[src/rtl/sts_pkg.sv]
`timescale 1ns / 1ps
package sts_pkg;

    localparam int MAX_WORD_LEN = 12;
    localparam int WLEN_W = $clog2(MAX_WORD_LEN + 2);

    typedef enum logic [5:0] {
        S_START, S_IDENT, S_QMARK, S_TYPEID, S_NUM, S_NUM_DOT, S_NUM_DEC,
        S_NUM_E, S_NUM_ESIGN, S_NUM_EXP, S_STR_START, S_STR, S_STR_ML,
        S_STR_END, S_STR_BSL, S_VAR_DOLLAR, S_VAR_ID, S_DIV, S_LINE_CMT,
        S_BLK_TEXT, S_BLK_STAR, S_LESS, S_PRO0, S_PRO1, S_PRO2, S_PRO3,
        S_GREATER, S_GE, S_LE, S_ASSIGN, S_EQ2, S_EQ3, S_EXCL, S_NE2, S_NE3,
        S_LPAR, S_RPAR, S_MUL, S_PLUS, S_MINUS, S_DOT, S_LBR, S_RBR, S_COMMA,
        S_COLON, S_SEMI, S_END, S_DONE, S_ERR
    } scan_state_t;

    localparam logic [5:0] K_ID      = 6'd0;
    localparam logic [5:0] K_PROLOG  = 6'd24;
    localparam logic [5:0] K_KEYWORD = 6'd25;
    localparam logic [5:0] K_OPT     = 6'd47;
    localparam logic [5:0] K_END     = 6'd63;

    typedef logic [MAX_WORD_LEN*8-1:0] word_t;

    typedef struct packed {
        logic       valid;
        logic [5:0] kind;
        logic       text;
        logic       err;
        logic       done;
    } scan_result_t;

    typedef struct packed {
        logic       hit;
        logic [4:0] index;
    } word_match_t;

    function automatic logic is_letter(input logic [7:0] b);
        return (b >= "a" && b <= "z") || (b >= "A" && b <= "Z");
    endfunction

    function automatic logic is_digit(input logic [7:0] b);
        return b >= "0" && b <= "9";
    endfunction

    function automatic scan_state_t string_next(input logic [7:0] b);
        scan_state_t r;
        if (b == "\"") r = S_STR_END;
        else if (b == 8'h5c) r = S_STR_BSL;
        else if (b > 8'd31 && b < 8'd128 && b != "$") r = S_STR;
        else if (b == 8'h0a) r = S_STR_ML;
        else r = S_ERR;
        return r;
    endfunction

    function automatic scan_state_t trans(input scan_state_t s, input logic [7:0] b);
        scan_state_t r;
        r = S_ERR;
        case (s)
            S_START:
            begin
                if (b == " " || b == 8'h09 || b == 8'h0a) r = S_START;
                else if (b == "$") r = S_VAR_DOLLAR;
                else if (is_letter(b) || b == "_") r = S_IDENT;
                else if (is_digit(b)) r = S_NUM;
                else
                begin
                    case (b)
                        "?": r = S_QMARK;
                        "(": r = S_LPAR;
                        ")": r = S_RPAR;
                        "*": r = S_MUL;
                        "+": r = S_PLUS;
                        "-": r = S_MINUS;
                        ">": r = S_GREATER;
                        "<": r = S_LESS;
                        "=": r = S_ASSIGN;
                        "/": r = S_DIV;
                        "\"": r = S_STR_START;
                        "!": r = S_EXCL;
                        ".": r = S_DOT;
                        "{": r = S_LBR;
                        "}": r = S_RBR;
                        ",": r = S_COMMA;
                        ":": r = S_COLON;
                        ";": r = S_SEMI;
                        default: r = S_ERR;
                    endcase
                end
            end
            S_IDENT: r = (is_letter(b) || is_digit(b) || b == "_") ? S_IDENT : S_ERR;
            S_QMARK: r = is_letter(b) ? S_TYPEID : ((b == ">") ? S_END : S_ERR);
            S_TYPEID: r = is_letter(b) ? S_TYPEID : S_ERR;
            S_NUM:
            begin
                if (is_digit(b)) r = S_NUM;
                else if (b == ".") r = S_NUM_DOT;
                else if (b == "e" || b == "E") r = S_NUM_E;
            end
            S_NUM_DOT: r = is_digit(b) ? S_NUM_DEC : S_ERR;
            S_NUM_DEC:
            begin
                if (is_digit(b)) r = S_NUM_DEC;
                else if (b == "e" || b == "E") r = S_NUM_E;
            end
            S_NUM_E:
            begin
                if (is_digit(b)) r = S_NUM_EXP;
                else if (b == "+" || b == "-") r = S_NUM_ESIGN;
            end
            S_NUM_ESIGN, S_NUM_EXP: r = is_digit(b) ? S_NUM_EXP : S_ERR;
            S_STR_START, S_STR, S_STR_ML: r = string_next(b);
            S_VAR_DOLLAR: r = (is_letter(b) || b == "_") ? S_VAR_ID : S_ERR;
            S_VAR_ID: r = (is_letter(b) || is_digit(b) || b == "_") ? S_VAR_ID : S_ERR;
            S_DIV:
            begin
                if (b == "*") r = S_BLK_TEXT;
                else if (b == "/") r = S_LINE_CMT;
            end
            S_LINE_CMT: r = (b == 8'h0a) ? S_START : S_LINE_CMT;
            S_BLK_TEXT: r = (b == "*") ? S_BLK_STAR : S_BLK_TEXT;
            S_BLK_STAR:
            begin
                if (b == "/") r = S_START;
                else if (b == "*") r = S_BLK_STAR;
                else r = S_BLK_TEXT;
            end
            S_LESS:
            begin
                if (b == "=") r = S_LE;
                else if (b == "?") r = S_PRO0;
            end
            S_PRO0: r = (b == "p") ? S_PRO1 : S_ERR;
            S_PRO1: r = (b == "h") ? S_PRO2 : S_ERR;
            S_PRO2: r = (b == "p") ? S_PRO3 : S_ERR;
            S_GREATER: r = (b == "=") ? S_GE : S_ERR;
            S_ASSIGN: r = (b == "=") ? S_EQ2 : S_ERR;
            S_EQ2: r = (b == "=") ? S_EQ3 : S_ERR;
            S_EXCL: r = (b == "=") ? S_NE2 : S_ERR;
            S_NE2: r = (b == "=") ? S_NE3 : S_ERR;
            default: r = S_ERR;
        endcase
        return r;
    endfunction

    // final flag in bit 6, kind in bits 5:0
    function automatic logic [6:0] state_kind(input scan_state_t s);
        logic [6:0] r;
        case (s)
            S_IDENT, S_TYPEID: r = {1'b1, K_ID};
            S_VAR_ID: r = {1'b1, 6'd1};
            S_LPAR: r = {1'b1, 6'd2};
            S_RPAR: r = {1'b1, 6'd3};
            S_LBR: r = {1'b1, 6'd4};
            S_RBR: r = {1'b1, 6'd5};
            S_COMMA: r = {1'b1, 6'd6};
            S_SEMI: r = {1'b1, 6'd7};
            S_COLON: r = {1'b1, 6'd8};
            S_MUL: r = {1'b1, 6'd9};
            S_DIV: r = {1'b1, 6'd10};
            S_PLUS: r = {1'b1, 6'd11};
            S_MINUS: r = {1'b1, 6'd12};
            S_GREATER: r = {1'b1, 6'd13};
            S_GE: r = {1'b1, 6'd14};
            S_LESS: r = {1'b1, 6'd15};
            S_LE: r = {1'b1, 6'd16};
            S_ASSIGN: r = {1'b1, 6'd17};
            S_EQ3: r = {1'b1, 6'd18};
            S_NE3: r = {1'b1, 6'd19};
            S_DOT: r = {1'b1, 6'd20};
            S_NUM: r = {1'b1, 6'd21};
            S_NUM_DEC, S_NUM_EXP: r = {1'b1, 6'd22};
            S_STR_END: r = {1'b1, 6'd23};
            S_PRO3: r = {1'b1, K_PROLOG};
            S_END: r = {1'b1, K_END};
            default: r = 7'd0;
        endcase
        return r;
    endfunction

    function automatic logic is_text_state(input scan_state_t s);
        return s inside {S_STR, S_STR_BSL, S_IDENT, S_TYPEID, S_VAR_ID, S_NUM,
                         S_NUM_DOT, S_NUM_DEC, S_NUM_E, S_NUM_ESIGN, S_NUM_EXP};
    endfunction

endpackage

[src/rtl/sts_word_match.sv]
`timescale 1ns / 1ps
module sts_word_match (
    input  sts_pkg::word_t                  word,
    input  logic [sts_pkg::WLEN_W-1:0]      length,
    output sts_pkg::word_match_t            keyword,
    output sts_pkg::word_match_t            opt_type
);
    import sts_pkg::*;

    localparam int NKW = 22;
    localparam int LITW = 12;

    typedef logic [LITW*8-1:0] lit_t;

    // literals left-aligned: character 0 in the top byte
    localparam lit_t KW [NKW] = '{
        {"else", 64'd0}, {"float", 56'd0}, {"function", 32'd0}, {"if", 80'd0},
        {"int", 72'd0}, {"null", 64'd0}, {"return", 48'd0}, {"string", 48'd0},
        {"void", 64'd0}, {"while", 56'd0}, {"declare", 40'd0}, {"strict", "_types"},
        {"reads", 56'd0}, {"readi", 56'd0}, {"readf", 56'd0}, {"floatval", 32'd0},
        {"intval", 48'd0}, {"write", 56'd0}, {"strlen", 48'd0}, {"substring", 24'd0},
        {"chr", 72'd0}, {"ord", 72'd0}
    };
    localparam logic [3:0] KWLEN [NKW] = '{
        4'd4, 4'd5, 4'd8, 4'd2, 4'd3, 4'd4, 4'd6, 4'd6, 4'd4, 4'd5, 4'd7, 4'd12,
        4'd5, 4'd5, 4'd5, 4'd8, 4'd6, 4'd5, 4'd6, 4'd9, 4'd3, 4'd3
    };
    localparam int OPT_IDX [3] = '{4, 1, 7};

    logic [NKW-1:0] hits;

    function automatic logic match(input word_t w, input logic [WLEN_W-1:0] n,
                                   input lit_t lit, input logic [3:0] ln);
        logic ok;
        ok = (n == WLEN_W'(ln));
        for (int c = 0; c < LITW; c++)
        begin
            if (c < int'(ln) && c < MAX_WORD_LEN)
            begin
                if (w[c*8 +: 8] != lit[(LITW-1-c)*8 +: 8]) ok = 1'b0;
            end
        end
        return ok;
    endfunction

    always_comb
    begin
        for (int i = 0; i < NKW; i++)
        begin
            hits[i] = match(word, length, KW[i], KWLEN[i]);
        end
        keyword = '0;
        for (int i = NKW - 1; i >= 0; i--)
        begin
            if (hits[i])
            begin
                keyword.hit = 1'b1;
                keyword.index = 5'(i);
            end
        end
        opt_type = '0;
        for (int i = 2; i >= 0; i--)
        begin
            if (hits[OPT_IDX[i]])
            begin
                opt_type.hit = 1'b1;
                opt_type.index = 5'(i);
            end
        end
    end

endmodule

[src/rtl/source_token_scanner_unit.sv]
`timescale 1ns / 1ps
// Channel | Dir | tdata (low bit up)                | tuser
// s_axis  | in  | [7:0] source_byte                 | [0] end_of_input
// m_axis  | out | [0] token_valid [6:1] token_kind  | -
//         |     | [7] text_byte [8] scan_error      |
//         |     | [9] scan_done, [15:10] zero       |
// One byte per cycle while the output is not stalled: the incoming byte
// feeds the automaton, keyword match and framing checks, whose result
// lands in the output register at the accepting edge.
// Reset puts the automaton in its start state and clears all framing flags.
// A stalled output holds its result; input is taken whenever the output
// register is empty or is being drained in the same cycle.
module source_token_scanner_unit (
    input  logic        clk,
    input  logic        rst_n,
    input  logic        s_axis_tvalid,
    output logic        s_axis_tready,
    input  logic [7:0]  s_axis_tdata,   // [7:0] source_byte
    input  logic        s_axis_tuser,   // [0] end_of_input
    output logic        m_axis_tvalid,
    input  logic        m_axis_tready,
    output logic [15:0] m_axis_tdata    // valid, kind[6:1], text, error, done
);
    import sts_pkg::*;

    scan_state_t state_reg, state_next;
    word_t word_reg, word_next;
    logic [WLEN_W-1:0] wlen_reg, wlen_next;
    logic first_byte_reg, first_byte_next;
    logic first_tok_reg, first_tok_next;
    logic closing_reg, closing_next;
    logic failed_reg, failed_next;
    scan_result_t res_reg, res;
    logic out_valid_reg;
    logic take;
    word_match_t kw, opt;

    assign s_axis_tready = !out_valid_reg || m_axis_tready;
    assign take = s_axis_tvalid && s_axis_tready;
    assign m_axis_tvalid = out_valid_reg;
    assign m_axis_tdata = {6'd0, res_reg.done, res_reg.err, res_reg.text,
                           res_reg.kind, res_reg.valid};

    sts_word_match u_match (
        .word     (word_reg),
        .length   (wlen_reg),
        .keyword  (kw),
        .opt_type (opt)
    );

    always_comb
    begin
        logic [7:0] b;
        logic ok;
        logic fin_ok;
        logic [6:0] sk;
        logic [5:0] k;
        scan_state_t nx;
        logic [WLEN_W-1:0] wl;

        b = s_axis_tdata;
        ok = 1'b1;
        res = '0;
        state_next = state_reg;
        word_next = word_reg;
        wlen_next = wlen_reg;
        first_byte_next = first_byte_reg;
        first_tok_next = first_tok_reg;
        closing_next = closing_reg;
        failed_next = failed_reg;
        nx = S_ERR;
        wl = wlen_reg;

        // finish the token of the current state
        sk = state_kind(state_reg);
        k = sk[5:0];
        fin_ok = sk[6];
        if (state_reg == S_END)
        begin
            fin_ok = first_tok_reg;
        end
        else if (sk[6])
        begin
            if (state_reg == S_IDENT && kw.hit) k = K_KEYWORD + 6'(kw.index);
            if (state_reg == S_TYPEID)
            begin
                if (opt.hit) k = K_OPT + 6'(opt.index);
                else fin_ok = 1'b0;
            end
            if (fin_ok && !first_tok_reg && k != K_PROLOG) fin_ok = 1'b0;
        end

        if (failed_reg)
        begin
            res.err = 1'b1;
        end
        else if (state_reg == S_DONE)
        begin
            res.done = 1'b1;
        end
        else if (s_axis_tuser)
        begin
            ok = first_byte_reg && !closing_reg;
            if (ok && !(state_reg inside {S_START, S_LINE_CMT, S_BLK_TEXT, S_BLK_STAR}))
            begin
                ok = fin_ok;
                if (state_reg == S_END) closing_next = 1'b1;
                else if (sk[6])
                begin
                    first_tok_next = 1'b1;
                    res.valid = 1'b1;
                    res.kind = k;
                end
            end
            if (ok && !(first_tok_reg || first_tok_next)) ok = 1'b0;
            if (ok)
            begin
                state_next = S_DONE;
                res.done = 1'b1;
            end
        end
        else
        begin
            if (!first_byte_reg)
            begin
                first_byte_next = 1'b1;
                if (b != "<") ok = 1'b0;
            end
            if (closing_reg || state_reg == S_END) ok = 1'b0;
            if (ok && state_reg == S_STR_BSL)
            begin
                res.text = 1'b1;
                if (b == "n" || b == "t" || b == 8'h5c || b == "\"" || b == "$") nx = S_STR;
                else nx = string_next(b);
                if (nx == S_ERR) ok = 1'b0;
                else state_next = nx;
            end
            else if (ok)
            begin
                if (state_reg == S_START) wl = '0;
                nx = trans(state_reg, b);
                if (nx == S_ERR)
                begin
                    if (!sk[6] || !fin_ok)
                    begin
                        ok = 1'b0;
                    end
                    else
                    begin
                        if (state_reg == S_END) closing_next = 1'b1;
                        else
                        begin
                            first_tok_next = 1'b1;
                            res.valid = 1'b1;
                            res.kind = k;
                        end
                        wl = '0;
                        nx = trans(S_START, b);
                        if (nx == S_ERR) ok = 1'b0;
                    end
                    res.text = is_text_state(nx);
                end
                else
                begin
                    res.text = is_text_state(state_reg) || is_text_state(nx);
                end
                if (ok)
                begin
                    state_next = nx;
                    wlen_next = wl;
                    if (nx == S_IDENT || nx == S_TYPEID)
                    begin
                        for (int i = 0; i < MAX_WORD_LEN; i++)
                        begin
                            if (wl == WLEN_W'(i)) word_next[i*8 +: 8] = b;
                        end
                        if (wl <= WLEN_W'(MAX_WORD_LEN)) wlen_next = wl + 1'b1;
                    end
                end
            end
        end

        if (!ok)
        begin
            failed_next = 1'b1;
            res = '0;
            res.err = 1'b1;
        end
    end

    always_ff @(posedge clk or negedge rst_n)
    begin
        if (!rst_n)
        begin
            state_reg <= S_START;
            wlen_reg <= '0;
            first_byte_reg <= 1'b0;
            first_tok_reg <= 1'b0;
            closing_reg <= 1'b0;
            failed_reg <= 1'b0;
            out_valid_reg <= 1'b0;
        end
        else
        begin
            if (take)
            begin
                state_reg <= state_next;
                wlen_reg <= wlen_next;
                first_byte_reg <= first_byte_next;
                first_tok_reg <= first_tok_next;
                closing_reg <= closing_next;
                failed_reg <= failed_next;
                out_valid_reg <= 1'b1;
            end
            else if (m_axis_tready)
            begin
                out_valid_reg <= 1'b0;
            end
        end
    end

    // payload: word store and result hold without reset
    always_ff @(posedge clk)
    begin
        if (take)
        begin
            word_reg <= word_next;
            res_reg <= res;
        end
    end

endmodule
[config.mk]
export PLATFORM = sky130hd
export DESIGN_NAME = source_token_scanner_unit
export DESIGN_NICKNAME = d
export VERILOG_FILES = /design/src/rtl/sts_pkg.sv /design/src/rtl/sts_word_match.sv /design/src/rtl/source_token_scanner_unit.sv
export SDC_FILE = /design/constraint.sdc
export NUM_CORES = 1
export LEC_CHECK = 0
export BUFFER_PORTS_ARGS = -buffer_cell sky130_fd_sc_hd__buf_2
export CORE_AREA = 3 3 199 123
export DETAILED_ROUTE_END_ITERATION = 16
export DIE_AREA = 0 0 202 126
export MAX_ROUTING_LAYER = met4
export PLACE_DENSITY = 0.63
export RECOVER_POWER = 50
export SLEW_MARGIN = 20
export SYNTH_ARGS = -nofsm -noshare
export SYNTH_HDL_FRONTEND = slang
export SYNTH_SLANG_ARGS = --single-unit
[constraint.sdc]
create_clock -name clk -period 16 [get_ports clk]
set_clock_uncertainty 0.05 [all_clocks]
set_input_delay 0 -clock clk [delete_from_list [all_inputs] [get_ports clk]]
set_output_delay 0 -clock clk [all_outputs]
set_load 0.1 [all_outputs]
# Word-level counts from Yosys, hierarchy flattened
# Memory sizes are Yosys's and may differ from the RTL's.
# Cells that the tools add are included.
# op_classes
addsub	3
order_cmp	9
eq_ne	186
muxes	295
bitwise_logic	5
n_reduce_logical	72
# op_table
op	count
6-bit 2-to-1 mux	98
8-bit by 7-bit != test with 1-bit output, second input constant	70
1-bit 2-to-1 mux	170
6-bit one-hot mux with 25 select lines	1
8-bit by 6-bit equality test with 1-bit output, second input constant	18
6-bit one-hot mux with 18 select lines	1
9-bit AND reduction	12
6-bit by 4-bit equality test with 1-bit output, second input constant	15
6-bit by 5-bit equality test with 1-bit output, second input constant	14
8-bit by 7-bit equality test with 1-bit output, second input constant	10
6-bit by 3-bit equality test with 1-bit output, second input constant	12
7-bit 2-to-1 mux	8
6-bit equality test, second input constant	7
4-bit 2-to-1 mux	10
11-bit nonzero test	3
4-bit by 3-bit equality test with 1-bit output, second input constant	8
6-bit by 2-bit equality test with 1-bit output, second input constant	5
4-bit equality test, second input constant	7
5-bit 2-to-1 mux	5
6-bit by 1-bit equality test with 1-bit output, second input constant	4
1-bit logical OR	18
4-bit by 2-bit equality test with 1-bit output, second input constant	4
8-bit by 4-bit equality test with 1-bit output, second input constant	2
8-bit by 7-bit >= comparator with 1-bit output, second input constant	2
32 further kinds	66
# totals
register_bits	121
mem_bits_ro	448
in_bits	13
out_inout_bits	18
wordCells	595
mem_count	1
# mem_list
name	depth	word_bits	rd	rd_clocked_by_memory_dff	wr	line_no	text
(name not given)	64	7	1	0	0	sts_pkg.sv:149	case (s)

# Longest topological paths before layout
# Gate-level depths: netlist of the first run.
# depth
word_depth	67
ltp_mapped	25
mapped_depth_nobuf	24

# Hierarchy
# Synthesis of the first run repeated with hierarchy kept, for this count alone.
# hier_totals
cells_unflattened	894
area_unflattened_um2	8657.1
# by_module_without_submodules
module	n_inst	cells_per_inst	area_per_inst_um2	seq_area_each_um2
source_token_scanner_unit	1	689	7257.0	3558.4
sts_word_match	1	205	1400.1	0.0

# Worst setup path after synthesis of the first run
# No wires, ideal clock.
# synth_path
kind	register -> register
start	register word_reg[1]
end	register wlen_reg[1]
setup_ns	0.087
arrival_time_ns	4.874
required_time_ns	15.863
slack_ns	10.989
path_stages_with_launch	24
path_buffers	0
synth_period_minus_slack_ns	5.011
path_cell_list	edfxtp_1 > and4b_1 > and4_1 > nand3_1 > nor3_1 > nor4b_1 > o2111a_1 > inv_1 > ha_1 > or3b_2 > nor4_1 > a211oi_1 > mux2_4 > or3_4 > nor3_4 > nor2_1 > o21ai_1 > nor2_1 > inv_2 > ha_1 > nand3b_1 > inv_1 > a2111o_1 > o211ai_1
# synth_via
elab_chain_cells	59
elab_cells_between_ends	199
cone_classes	3 x add/sub; 1 x order compare; 14 x eq/ne; 174 x mux; 7 x reduce/logical
# synth_rtl
item	line_no	text
from (decl)	source_token_scanner_unit.sv:27	word_t word_reg, word_next;
from (signal assigned)	source_token_scanner_unit.sv:227	word_reg <= word_next;
8-bit by 7-bit != test with 1-bit output	sts_word_match.sv:40	if (w[c*8 +: 8] != lit[(LITW-1-c)*8 +: 8]) ok = 1'b0;
1-bit 2-to-1 mux (9 in series)	sts_word_match.sv:40	
6-bit 2-to-1 mux (20 in series)	sts_word_match.sv:55	if (hits[i])
5-bit by 5-bit adder with 6-bit output / 1-bit logical AND (equally long branches)	source_token_scanner_unit.sv:84	if (state_reg == S_IDENT && kw.hit) k = K_KEYWORD + 6'(kw.index);
6-bit 2-to-1 mux	source_token_scanner_unit.sv:84	
6-bit 2-to-1 mux	source_token_scanner_unit.sv:87	if (opt.hit) k = K_OPT + 6'(opt.index);
6-bit 2-to-1 mux	source_token_scanner_unit.sv:85	if (state_reg == S_TYPEID)
6-bit 2-to-1 mux	source_token_scanner_unit.sv:82	else if (sk[6])
[... 16 more ...]	-	
6-bit 2-to-1 mux	source_token_scanner_unit.sv:138	else if (ok)
6-bit 2-to-1 mux	source_token_scanner_unit.sv:130	if (ok && state_reg == S_STR_BSL)
6-bit 2-to-1 mux	source_token_scanner_unit.sv:101	else if (s_axis_tuser)
6-bit 2-to-1 mux	source_token_scanner_unit.sv:97	else if (state_reg == S_DONE)
6-bit 2-to-1 mux	source_token_scanner_unit.sv:93	if (failed_reg)
6-bit by 1-bit equality test with 1-bit output / 6-bit by 2-bit equality test with 1-bit output (equally long branches)	source_token_scanner_unit.sv:171	if (nx == S_IDENT || nx == S_TYPEID)
1-bit logical OR	source_token_scanner_unit.sv:171	
4-bit 2-to-1 mux	source_token_scanner_unit.sv:171	
to (signal assigned)	source_token_scanner_unit.sv:208	wlen_reg <= wlen_next;
to (decl)	source_token_scanner_unit.sv:28	logic [WLEN_W-1:0] wlen_reg, wlen_next;
# Mark *: on every way between the ends. The rest lies on a longest branch, timed or not. The select of a mux whose other input is x is not followed.
# A chain may end at the register's enable or synchronous reset.

# Worst setup path after layout of the first run
# layout_path
start	register word_reg[16]
end	register wlen_reg[0]
# layout_via
elab_chain_cells	57
elab_cells_between_ends	163
cone_classes	3 x add/sub; 1 x order compare; 14 x eq/ne; 138 x mux; 7 x reduce/logical
# layout_rtl
item	line_no
8-bit by 7-bit != test with 1-bit output	sts_word_match.sv:40
1-bit 2-to-1 mux (7 in series)	sts_word_match.sv:40
6-bit 2-to-1 mux (20 in series)	sts_word_match.sv:55
5-bit by 5-bit adder with 6-bit output / 1-bit logical AND (equally long branches)	source_token_scanner_unit.sv:84
6-bit 2-to-1 mux	source_token_scanner_unit.sv:84
6-bit 2-to-1 mux	source_token_scanner_unit.sv:87
6-bit 2-to-1 mux	source_token_scanner_unit.sv:85
6-bit 2-to-1 mux	source_token_scanner_unit.sv:82
[... 16 more ...]	-
6-bit 2-to-1 mux	source_token_scanner_unit.sv:138
6-bit 2-to-1 mux	source_token_scanner_unit.sv:130
6-bit 2-to-1 mux	source_token_scanner_unit.sv:101
6-bit 2-to-1 mux	source_token_scanner_unit.sv:97
6-bit 2-to-1 mux	source_token_scanner_unit.sv:93
6-bit by 1-bit equality test with 1-bit output / 6-bit by 2-bit equality test with 1-bit output (equally long branches)	source_token_scanner_unit.sv:171
1-bit logical OR	source_token_scanner_unit.sv:171
4-bit 2-to-1 mux	source_token_scanner_unit.sv:171
# Marks and branches as above.

==> results by stage, run 1 <==
Global routing:
- The number of antenna violations at the first check in global routing is 0.
- The total routing usage reported by global routing is 25.4%.
- The via count of the first global-routing pass was 7510.
- The total overflow left after global routing is 0.
- The first global-routing pass estimated 47900 um of wire.
- Entering global routing, the biggest net connects 46 pins.

Timing:
- The max-slew violation count is 228.
- Setup violations remaining at the end of the flow were counted as 0.
- The actual transition at the worst max-transition pin is 2.23 ns.
- The time the final worst path needs with I/O delays and setup is 6.46 ns.
- Adding up every negative setup slack in the final design gives 0 ns.
- The final clock period utilization by the worst path is 40.4%.
- Setup repair after global routing left no endpoint under its margin.
- The number of hold violations in the final report is 0.
- The peak clock frequency supported by timing is 155 MHz.
- The worst relative slew slack is -48.6%.

Detailed routing:
- Across all layers, the routed design uses 8720 vias.
- Once detail routing completed, the nets flagged for antenna violations numbered 0.
- The routed via count divided by cell count is 6.76.
- For this block, the routed nets add up to 32100 um of wire.
- For this run, design rule violations remaining after detail routing come to 0.
- The routed length per placed instance is 24.9 um.
- The first routing iteration left 1405 violations.
- The count of TritonRoute iterations in the first routing pass is 6.

Run:
- The max capacitance violation total is 6.

Finish:
- The number of nets in the final layout is 988.
- Relative to the synthesized area, the layout overhead comes to 10.8%.
- The number of antenna diodes in the final layout is 0.
- In the layout the commonest cells are sky130_fd_sc_hd__edfxtp_1 (106), sky130_fd_sc_hd__nor2_1 (80), sky130_fd_sc_hd__nand2_1 (58).
- The share of post-route cells with drive strength above 1 is 8.62%.
- The most common cell after layout, fill and taps aside is sky130_fd_sc_hd__edfxtp_1.
- The flip-flop count of the largest register after layout is 96.
- The final non-filler cell total is 1290.

Die:
- The floorplan core area is 22900 sq um.
- The die area is 25500 sq um.
- The die boundary height is 126 um.
- Measured along the x axis, the die boundary spans 202 um.
- For this configuration, the core starts out at a cell density of 39.6%.
- The floorplan has 43 rows.
- The boundary pin count is 31.

Yosys:
- Yosys attributes the largest share of cell area to sky130_fd_sc_hd__edfxtp_1 (35%), sky130_fd_sc_hd__dfrtp_1 (4.1%), sky130_fd_sc_hd__nor2_1 (3.3%), sky130_fd_sc_hd__nand2b_1 (2.6%), sky130_fd_sc_hd__nor4_1 (2.6%).
- The synthesized instance count is 952.
- The cell area after synthesis is 9050 sq um.
- The cell type with the largest total area after synthesis is sky130_fd_sc_hd__edfxtp_1.
- In the synthesized netlist the dominant register cell turns out to be sky130_fd_sc_hd__edfxtp_1.
- Counting flops with an async set or reset pin after synthesis yields a share of 12.4%.
- The share of the yosys chip area belonging to registers is 39.3%.
- The per-instance average area after synthesis is 9.50 sq um.
- The synthesized design contains 121 register bits.
- The area share of the largest cell type after synthesis is 35.2%.
- The Yosys step of the flow raised 0 warnings.
- The number of flops mapped to enable cells by yosys is 106.
- In this run, distinct cell masters in the synthesized netlist total 105.

Clock tree:
- The buffer type at the clock tree root is sky130_fd_sc_hd__clkbuf_16.
- The H-tree generated during clock tree synthesis spans 4 levels.
- Clock latency on the worst-skew pair, taken at its later pin, is 0.44 ns.
- The register clock-pin slew on the reported worst setup and hold paths is 0.06 ns.
- The CTS tree is done.
- Counting the buffers created by CTS gives 17.
- The number of clock sinks is 121.
- The buffer depth of the longest clock path is 2.

Outcome:
- The checks that failed: capacitance limit, slew limit.
- The run finished, with violations left.

Power and ir drop:
- IR analysis of the VDD net gives a maximum drop of 0.0000783 V.
- The power density normalized to cell area is 94.3 nW/um^2.
- The analysis attributes to cell leakage a power of 3.33 nW.

Setup path:
- The kind of launch point of the worst setup path is a flop.
- The arrival time at the worst endpoint is 6.74 ns.
- In this run the worst path has a maximum fanout of 13.
- The data required time at the worst endpoint is 16.28 ns.
- The sort of element at the end of the critical path is a flop.
- The worst setup path category is flop to flop.

Min path:
- The class of the tightest hold or removal check is input pin to flop.

Place:
- The half-perimeter wire length after placement is 23500 um.
- At the end of routability-driven placement, the weighted congestion stood at 1.06.
- The instance count after placement with tap cells included is 1253.
- The count of buffers added on input and output ports is 24.
[repair_timing]
action                    4_1_cts  5_1_grt
hold buffers                    5        0
hold endpoints to repair       20        0
buffers inserted                0        0
resized for setup               0        0
[report_power, final]
group	internal, mW	switching (mW)	total (mW)	leakage, nW
logic	0.0608	0.141	0.202	1.91
clock network	0.232	0.153	0.385	0.285
registers	0.347	0.0107	0.358	1.14
total	0.640	0.305	0.945	3.33
[critical path, stage by stage, from the launching register on]
cell                        delay, ns
sky130_fd_sc_hd__edfxtp_1        0.56
sky130_fd_sc_hd__or4b_1          0.72
sky130_fd_sc_hd__nor4_1          0.80
sky130_fd_sc_hd__and4_1          0.40
sky130_fd_sc_hd__a211oi_1        0.08
sky130_fd_sc_hd__nand3_1         0.13
sky130_fd_sc_hd__ha_1            0.20
sky130_fd_sc_hd__o41ai_1         0.09
sky130_fd_sc_hd__a2111oi_0       0.75
sky130_fd_sc_hd__a211oi_2        0.10
sky130_fd_sc_hd__nand3b_1        0.17
sky130_fd_sc_hd__o21ai_1         0.13
sky130_fd_sc_hd__a21oi_1         0.74
sky130_fd_sc_hd__nand2_1         0.22
sky130_fd_sc_hd__ha_1            0.32
sky130_fd_sc_hd__nand3b_1        0.26
sky130_fd_sc_hd__inv_1           0.12
sky130_fd_sc_hd__nor2_1          0.04
sky130_fd_sc_hd__a31o_1          0.21
sky130_fd_sc_hd__a211oi_1        0.25
[per-stage QoR]
step                      area [sq um]  util (%)  setup WS [ns]  total power [mW]  hold WS, ns
after global placement            9420      41.2           9.89             0.557      -0.0897
after detailed placement          9420      41.2           9.86             0.555      -0.0969
after global routing             10000      43.8           9.20             0.977        0.368
after CTS                        10100      44.0           9.81             0.940       0.0402
after floorplan                   9070         -          10.99             0.502       -0.346
final                            10000      43.8           9.54             0.945        0.363
[metal layers]
layer  GRT usage (%)  part of all wire (%)
met5               -                     0
met4            4.51                   1.1
met3            11.5                    15
met2            28.4                    36
met1            40.3                    48
[synth_stat cells, drive strengths merged (5+ instances only)]
cell	count
a2111oi	5
a211oi	12
a21o	14
a21oi	42
a221oi	5
a31o	6
a31oi	12
a32oi	6
and2	6
and3	11
and4	16
and4b	11
buf	13
clkbuf	41
dfrtp	15
edfxtp	106
ha	13
inv	25
mux2i	5
nand2	58
nand2b	38
nand3	36
nand3b	14
nand4	23
nand4b	23
nand4bb	11
nor2	80
nor2b	23
nor3	25
nor3b	6
nor4	39
nor4b	9
nor4bb	11
o211a	5
o211ai	9
o21ai	39
o31ai	12
or2	6
or3	8
or3b	9
or4	15
or4b	13
or4bb	8
[cells by family after synthesis]
family,Yosys count,share of synthesized area (%)
adders and majority gates,13,1.80
other,1,0.0414
xor gates and xnor gates,3,0.290
DFF,121,39.3
buffers and inverters,80,3.72
and+or+nand+nor,504,36.1
AOI/OAI and AO/OA,221,17.5
muxes,9,1.22
[cell type report]
class / instances / area (sq um)
Inverter: 26 / 97.6
Fill cell: 2182 / 12800
Clock inverter: 15 / 165
Timing Repair Buffer: 40 / 213
Multi-Input combinational cell: 756 / 5170
Clock buffer: 17 / 425
Sequential cell: 121 / 3560
Tap cell: 315 / 394
[worst paths after layout]
kind | slack [ns] | endpoint | cells after the start | startpoint
setup / recovery | 9.54 | wlen_reg[0] | 19 | word_reg[16]
hold / removal | 0.36 | m_axis_tvalid | 4 | m_axis_tready
setup reg to reg | 9.54 | wlen_reg[0] | 19 | word_reg[16]
hold reg to reg | 0.48 | failed_reg | 1 | failed_reg
max in group asynchronous | 14.68 | first_tok_reg | 3 | rst_n
min in group asynchronous | 0.69 | state_reg[2] | 3 | rst_n
No activity file was read; power rests on OpenSTA's default activity.
==> run 2: changes to the inputs <==
- ABC_AREA: not set -> 1
- CORE_AREA: 3 3 199 123 -> 3 3 201 124
- DIE_AREA: 0 0 202 126 -> 0 0 204 127
- PLACE_DENSITY: 0.63 -> 0.65
- clock period: 16 -> 5.4 ns (I/O delays scaled with it)
==> run 2 against run 1 <==
Against the previous run:
- the run now ends clean
- die area increased by 1.8%
- sequential share of layout area decreased by 1.9 points
- via count increased by 12%
- non-clock buffer count increased by 22
- global-route usage increased by 3.1 points
- first-iteration DRC count increased by 0.36%
- area after synthesis increased by 2.4%
- combinational power decreased by 33%
- fmax increased by 27%
- critical endpoint is now word_reg[46]
- largest cell class unchanged
==> results by stage, run 2 <==
Place:
- The count of port buffers added during placement is 24 (unchanged).
- The placed instance area is 9920 sq um (was 9420 sq um).
- The routability-driven placement congestion ratio is 1.11 (was 1.06).
- The instance count after placement with tap cells included was 1674 (was 1253).
- The pre-CTS setup slack was 0.463 ns (was 9.86 ns).
- The half-perimeter wire length after placement was 28700 um (was 23500 um).

Timing:
- The accumulated negative setup slack was 0 ns (unchanged).
- The final clock period utilization by the worst path is 94.4% (was 40.4%).
- The final-layout worst hold slack is 0.325 ns (was 0.363 ns).
- The least setup slack across all paths after layout is 0.301 ns (was 9.54 ns).
- The peak clock frequency supported by timing is 196 MHz (was 155 MHz).
- The number of hold violations in the final report was 0 (unchanged).
- The actual transition at the worst max-transition pin came to 1.21 ns (was 2.23 ns).
- The worst relative slew slack came to 19.2% (was -48.6%).
- RSZ-0062 raised after global routing: false (unchanged).
- The max-slew violation count is 0 (was 228).
- The time the final worst path needs with I/O delays and setup is 5.10 ns (was 6.46 ns).
- The final setup violation count was 0 (unchanged).

Finish:
- The flip-flop count of the largest register after layout is 96 (unchanged).
- The post-route core utilization is 45.9% (was 43.8%).
- The summed area of non-filler cells in the final layout is 10600 sq um (was 10000 sq um).
- The growth of design area from synthesis to finish is 14.3% (was 10.8%).
- Most frequent cells in the layout: sky130_fd_sc_hd__nand2_1 (252), sky130_fd_sc_hd__nor2_1 (247), sky130_fd_sc_hd__inv_1 (193) (was sky130_fd_sc_hd__edfxtp_1 (106), sky130_fd_sc_hd__nor2_1 (80), sky130_fd_sc_hd__nand2_1 (58)).
- The share of post-route cells with drive strength above 1 is 12.6% (was 8.62%).
- The number of nets in the final layout is 1415 (was 988).
- The antenna diode count is 0 (unchanged).
- The most common cell after layout, fill and taps aside is sky130_fd_sc_hd__nand2_1 (was sky130_fd_sc_hd__edfxtp_1).
- The final non-filler cell total is 1717 (was 1290).

Setup path:
- The delay of the slowest cell on the worst path is 0.48 ns (was 0.80 ns).
- The highest net fanout along the worst path was 8 (was 13).
- Among the stages of the critical path, the cell type that occurs most often is sky130_fd_sc_hd__nor2_1.
- The worst setup path category is flop to flop (unchanged).
- The kind of launch point of the worst setup path is a flop (unchanged).
- The arrival time at the worst endpoint is 5.19 ns (was 6.74 ns).
- The data required time at the worst endpoint was 5.49 ns (was 16.28 ns).
- The sort of element at the end of the critical path is a flop (unchanged).
- The critical-path cell with the highest stage delay is sky130_fd_sc_hd__nor2_1 (was sky130_fd_sc_hd__nor4_1).

Die:
- The starting utilization of the core area is 40.1% (was 39.6%).
- The die boundary height came to 127 um (was 126 um).
- The floorplan core area is 23100 sq um (was 22900 sq um).
- The horizontal extent of the die was 204 um (was 202 um).
- The number of placement rows came to 43 (unchanged).
- The die area is 25900 sq um (was 25500 sq um).
- The boundary pin count is 31 (unchanged).

Yosys:
- The share of the yosys chip area belonging to registers was 38.4% (was 39.3%).
- Most used standard cells in the synthesized netlist: sky130_fd_sc_hd__nand2_1 (252), sky130_fd_sc_hd__nor2_1 (248), sky130_fd_sc_hd__inv_1 (193), sky130_fd_sc_hd__nand3_1 (108), sky130_fd_sc_hd__edfxtp_1 (106) (was sky130_fd_sc_hd__edfxtp_1 (106), sky130_fd_sc_hd__nor2_1 (80), sky130_fd_sc_hd__nand2_1 (58), sky130_fd_sc_hd__a21oi_1 (41), sky130_fd_sc_hd__clkbuf_1 (41)).
- The number of synthesis warnings was 0 (unchanged).
- Main area contributors after synthesis: sky130_fd_sc_hd__edfxtp_1 (34%), sky130_fd_sc_hd__nand2_1 (10%), sky130_fd_sc_hd__nor2_1 (10%), sky130_fd_sc_hd__inv_1 (7.8%), sky130_fd_sc_hd__nand3_1 (5.8%) (was sky130_fd_sc_hd__edfxtp_1 (35%), sky130_fd_sc_hd__dfrtp_1 (4.1%), sky130_fd_sc_hd__nor2_1 (3.3%), sky130_fd_sc_hd__nand2b_1 (2.6%), sky130_fd_sc_hd__nor4_1 (2.6%)).
- The cell area after synthesis is 9270 sq um (was 9050 sq um).
- The number of flip-flops and latches in the synthesized netlist is 121 (unchanged).
- The synthesized instance count is 1315 (was 952).
- The per-instance average area after synthesis is 7.05 sq um (was 9.50 sq um).
- The number of flops mapped to enable cells by yosys is 106 (unchanged).
- The cell type with the largest total area after synthesis is sky130_fd_sc_hd__edfxtp_1 (unchanged).
- The number of unique standard cell types used by synthesis was 55 (was 105).
- The area share of the largest cell type after synthesis came to 34.4% (was 35.2%).
- The leading register cell type out of synthesis is sky130_fd_sc_hd__edfxtp_1 (unchanged).
- The proportion of synthesized flip-flops having asynchronous set or reset is 12.4% (unchanged).
- The most common cell in the synthesized netlist is sky130_fd_sc_hd__nand2_1 (was sky130_fd_sc_hd__edfxtp_1).

Detailed routing:
- The initial DRC count is 1410 (was 1405).
- The routed via count is 9775 (was 8720).
- The routed wire length is 35800 um (was 32100 um).
- The count of TritonRoute iterations in the first routing pass is 5 (was 6).
- The final routed DRC violation total came to 0 (unchanged).
- The routed via count divided by cell count is 5.69 (was 6.76).
- The residual antenna-violating net count after detailed routing is 0 (unchanged).
- The routed length per placed instance was 20.8 um (was 24.9 um).

Global routing:
- The global-route wire length before repair is 53400 um (was 47900 um).
- The via count of the first global-routing pass is 8732 (was 7510).
- The number of antenna violations at the first check in global routing came to 0 (unchanged).
- The aggregate global routing overflow is 0 (unchanged).
- The maximum number of pins on one net before global-route repair came to 19 (was 46).
- The total routing usage reported by global routing came to 28.5% (was 25.4%).

Clock tree:
- The CTS tree is done (unchanged).
- The buffer type at the clock tree root is sky130_fd_sc_hd__clkbuf_16 (unchanged).
- The number of CTS-inserted buffers came to 17 (unchanged).
- The number of clock sinks is 121 (unchanged).
- The register clock-pin slew on the reported worst setup and hold paths is 0.06 ns (about the same).
- The post-CTS setup-driven buffer insertion count is 0 (unchanged).
- The clock latency at the later pin of the worst-skew pair is 0.44 ns (about the same).
- The buffer depth of the longest clock path is 2 (unchanged).
- The depth of the CTS H-tree came to 4 (unchanged).

Outcome:
- Status: completed (was complete, but fails checks).

Power and ir drop:
- The total power draw was 2.32 mW (was 0.945 mW).
- The power density normalized to cell area is 219 nW/um^2 (was 94.3 nW/um^2).
- The standby leakage power is 4.41 nW (was 3.33 nW).
- The maximum ir drop on the vdd rail is 0.000237 V (was 0.0000783 V).

Min path:
- The class of the tightest hold or removal check is input pin to flop (unchanged).

Run:
- The max capacitance violation total was 0 (was 6).
## run 2: critical path, delay by kind of cell (launching register included)
kind	cells	cell delay, ns
simple gates	20	3.40
compound gates	2	0.23
flops	1	0.36
buf+inv	5	0.54
fa+ha+maj	1	0.20
## run 2: final timing paths
kind	startpoint	to	slack, ns	cells after the start
worst max register to register	word_reg[31]	word_reg[46]	0.30	28
worst max-delay path	word_reg[31]	word_reg[46]	0.30	28
min in group asynchronous	rst_n	failed_reg	0.73	3
max in group asynchronous	rst_n	state_reg[1]	4.04	3
worst min register to register	closing_reg	closing_reg	0.48	2
worst min-delay path	m_axis_tready	m_axis_tdata[7]	0.32	5
## run 2: timing repair
action | 4_1_cts | 5_1_grt
hold buffers | 11 | 0
hold endpoints to repair | 72 | 0
setup endpoints to repair | 0 | 24
resized for setup | 0 | 1
## run 2: final cells by class
type                       count  area (sq um)
clock buffer                  17           425
inverter                     233           881
sequential                   121          3560
tap                          315           394
multi-input combinational    954          4770
clock inverter                15           166
fill                        2346         12500
timing repair buffer          62           400
## run 2: power breakdown
part / internal, mW / switching [mW] / leakage (nW)
Clock: 0.689 / 0.474 / 0.282
Combinational: 0.0197 / 0.116 / 3.01
Sequential: 1.02 / 0.00141 / 1.12
Total: 1.73 / 0.591 / 4.41
## run 2: cell families after synthesis
family          synth area share, %
compound gates                 8.67
flops                          38.4
fa+ha+maj                      1.76
other cells                  0.0405
buf+inv                        10.4
simple gates                   40.8
## run 2: per-layer routing
metal  wire, um  share of wire [%]  global-route usage [%]  vias to the layer above
li1           -                  -                       -                     4530
met1      17300                 48                    45.4                     4548
met2      11800                 33                    30.6                      655
met3       6230                 17                    13.5                       42
met4        446                1.2                    5.90                        0
met5          0                  0                       -                        -
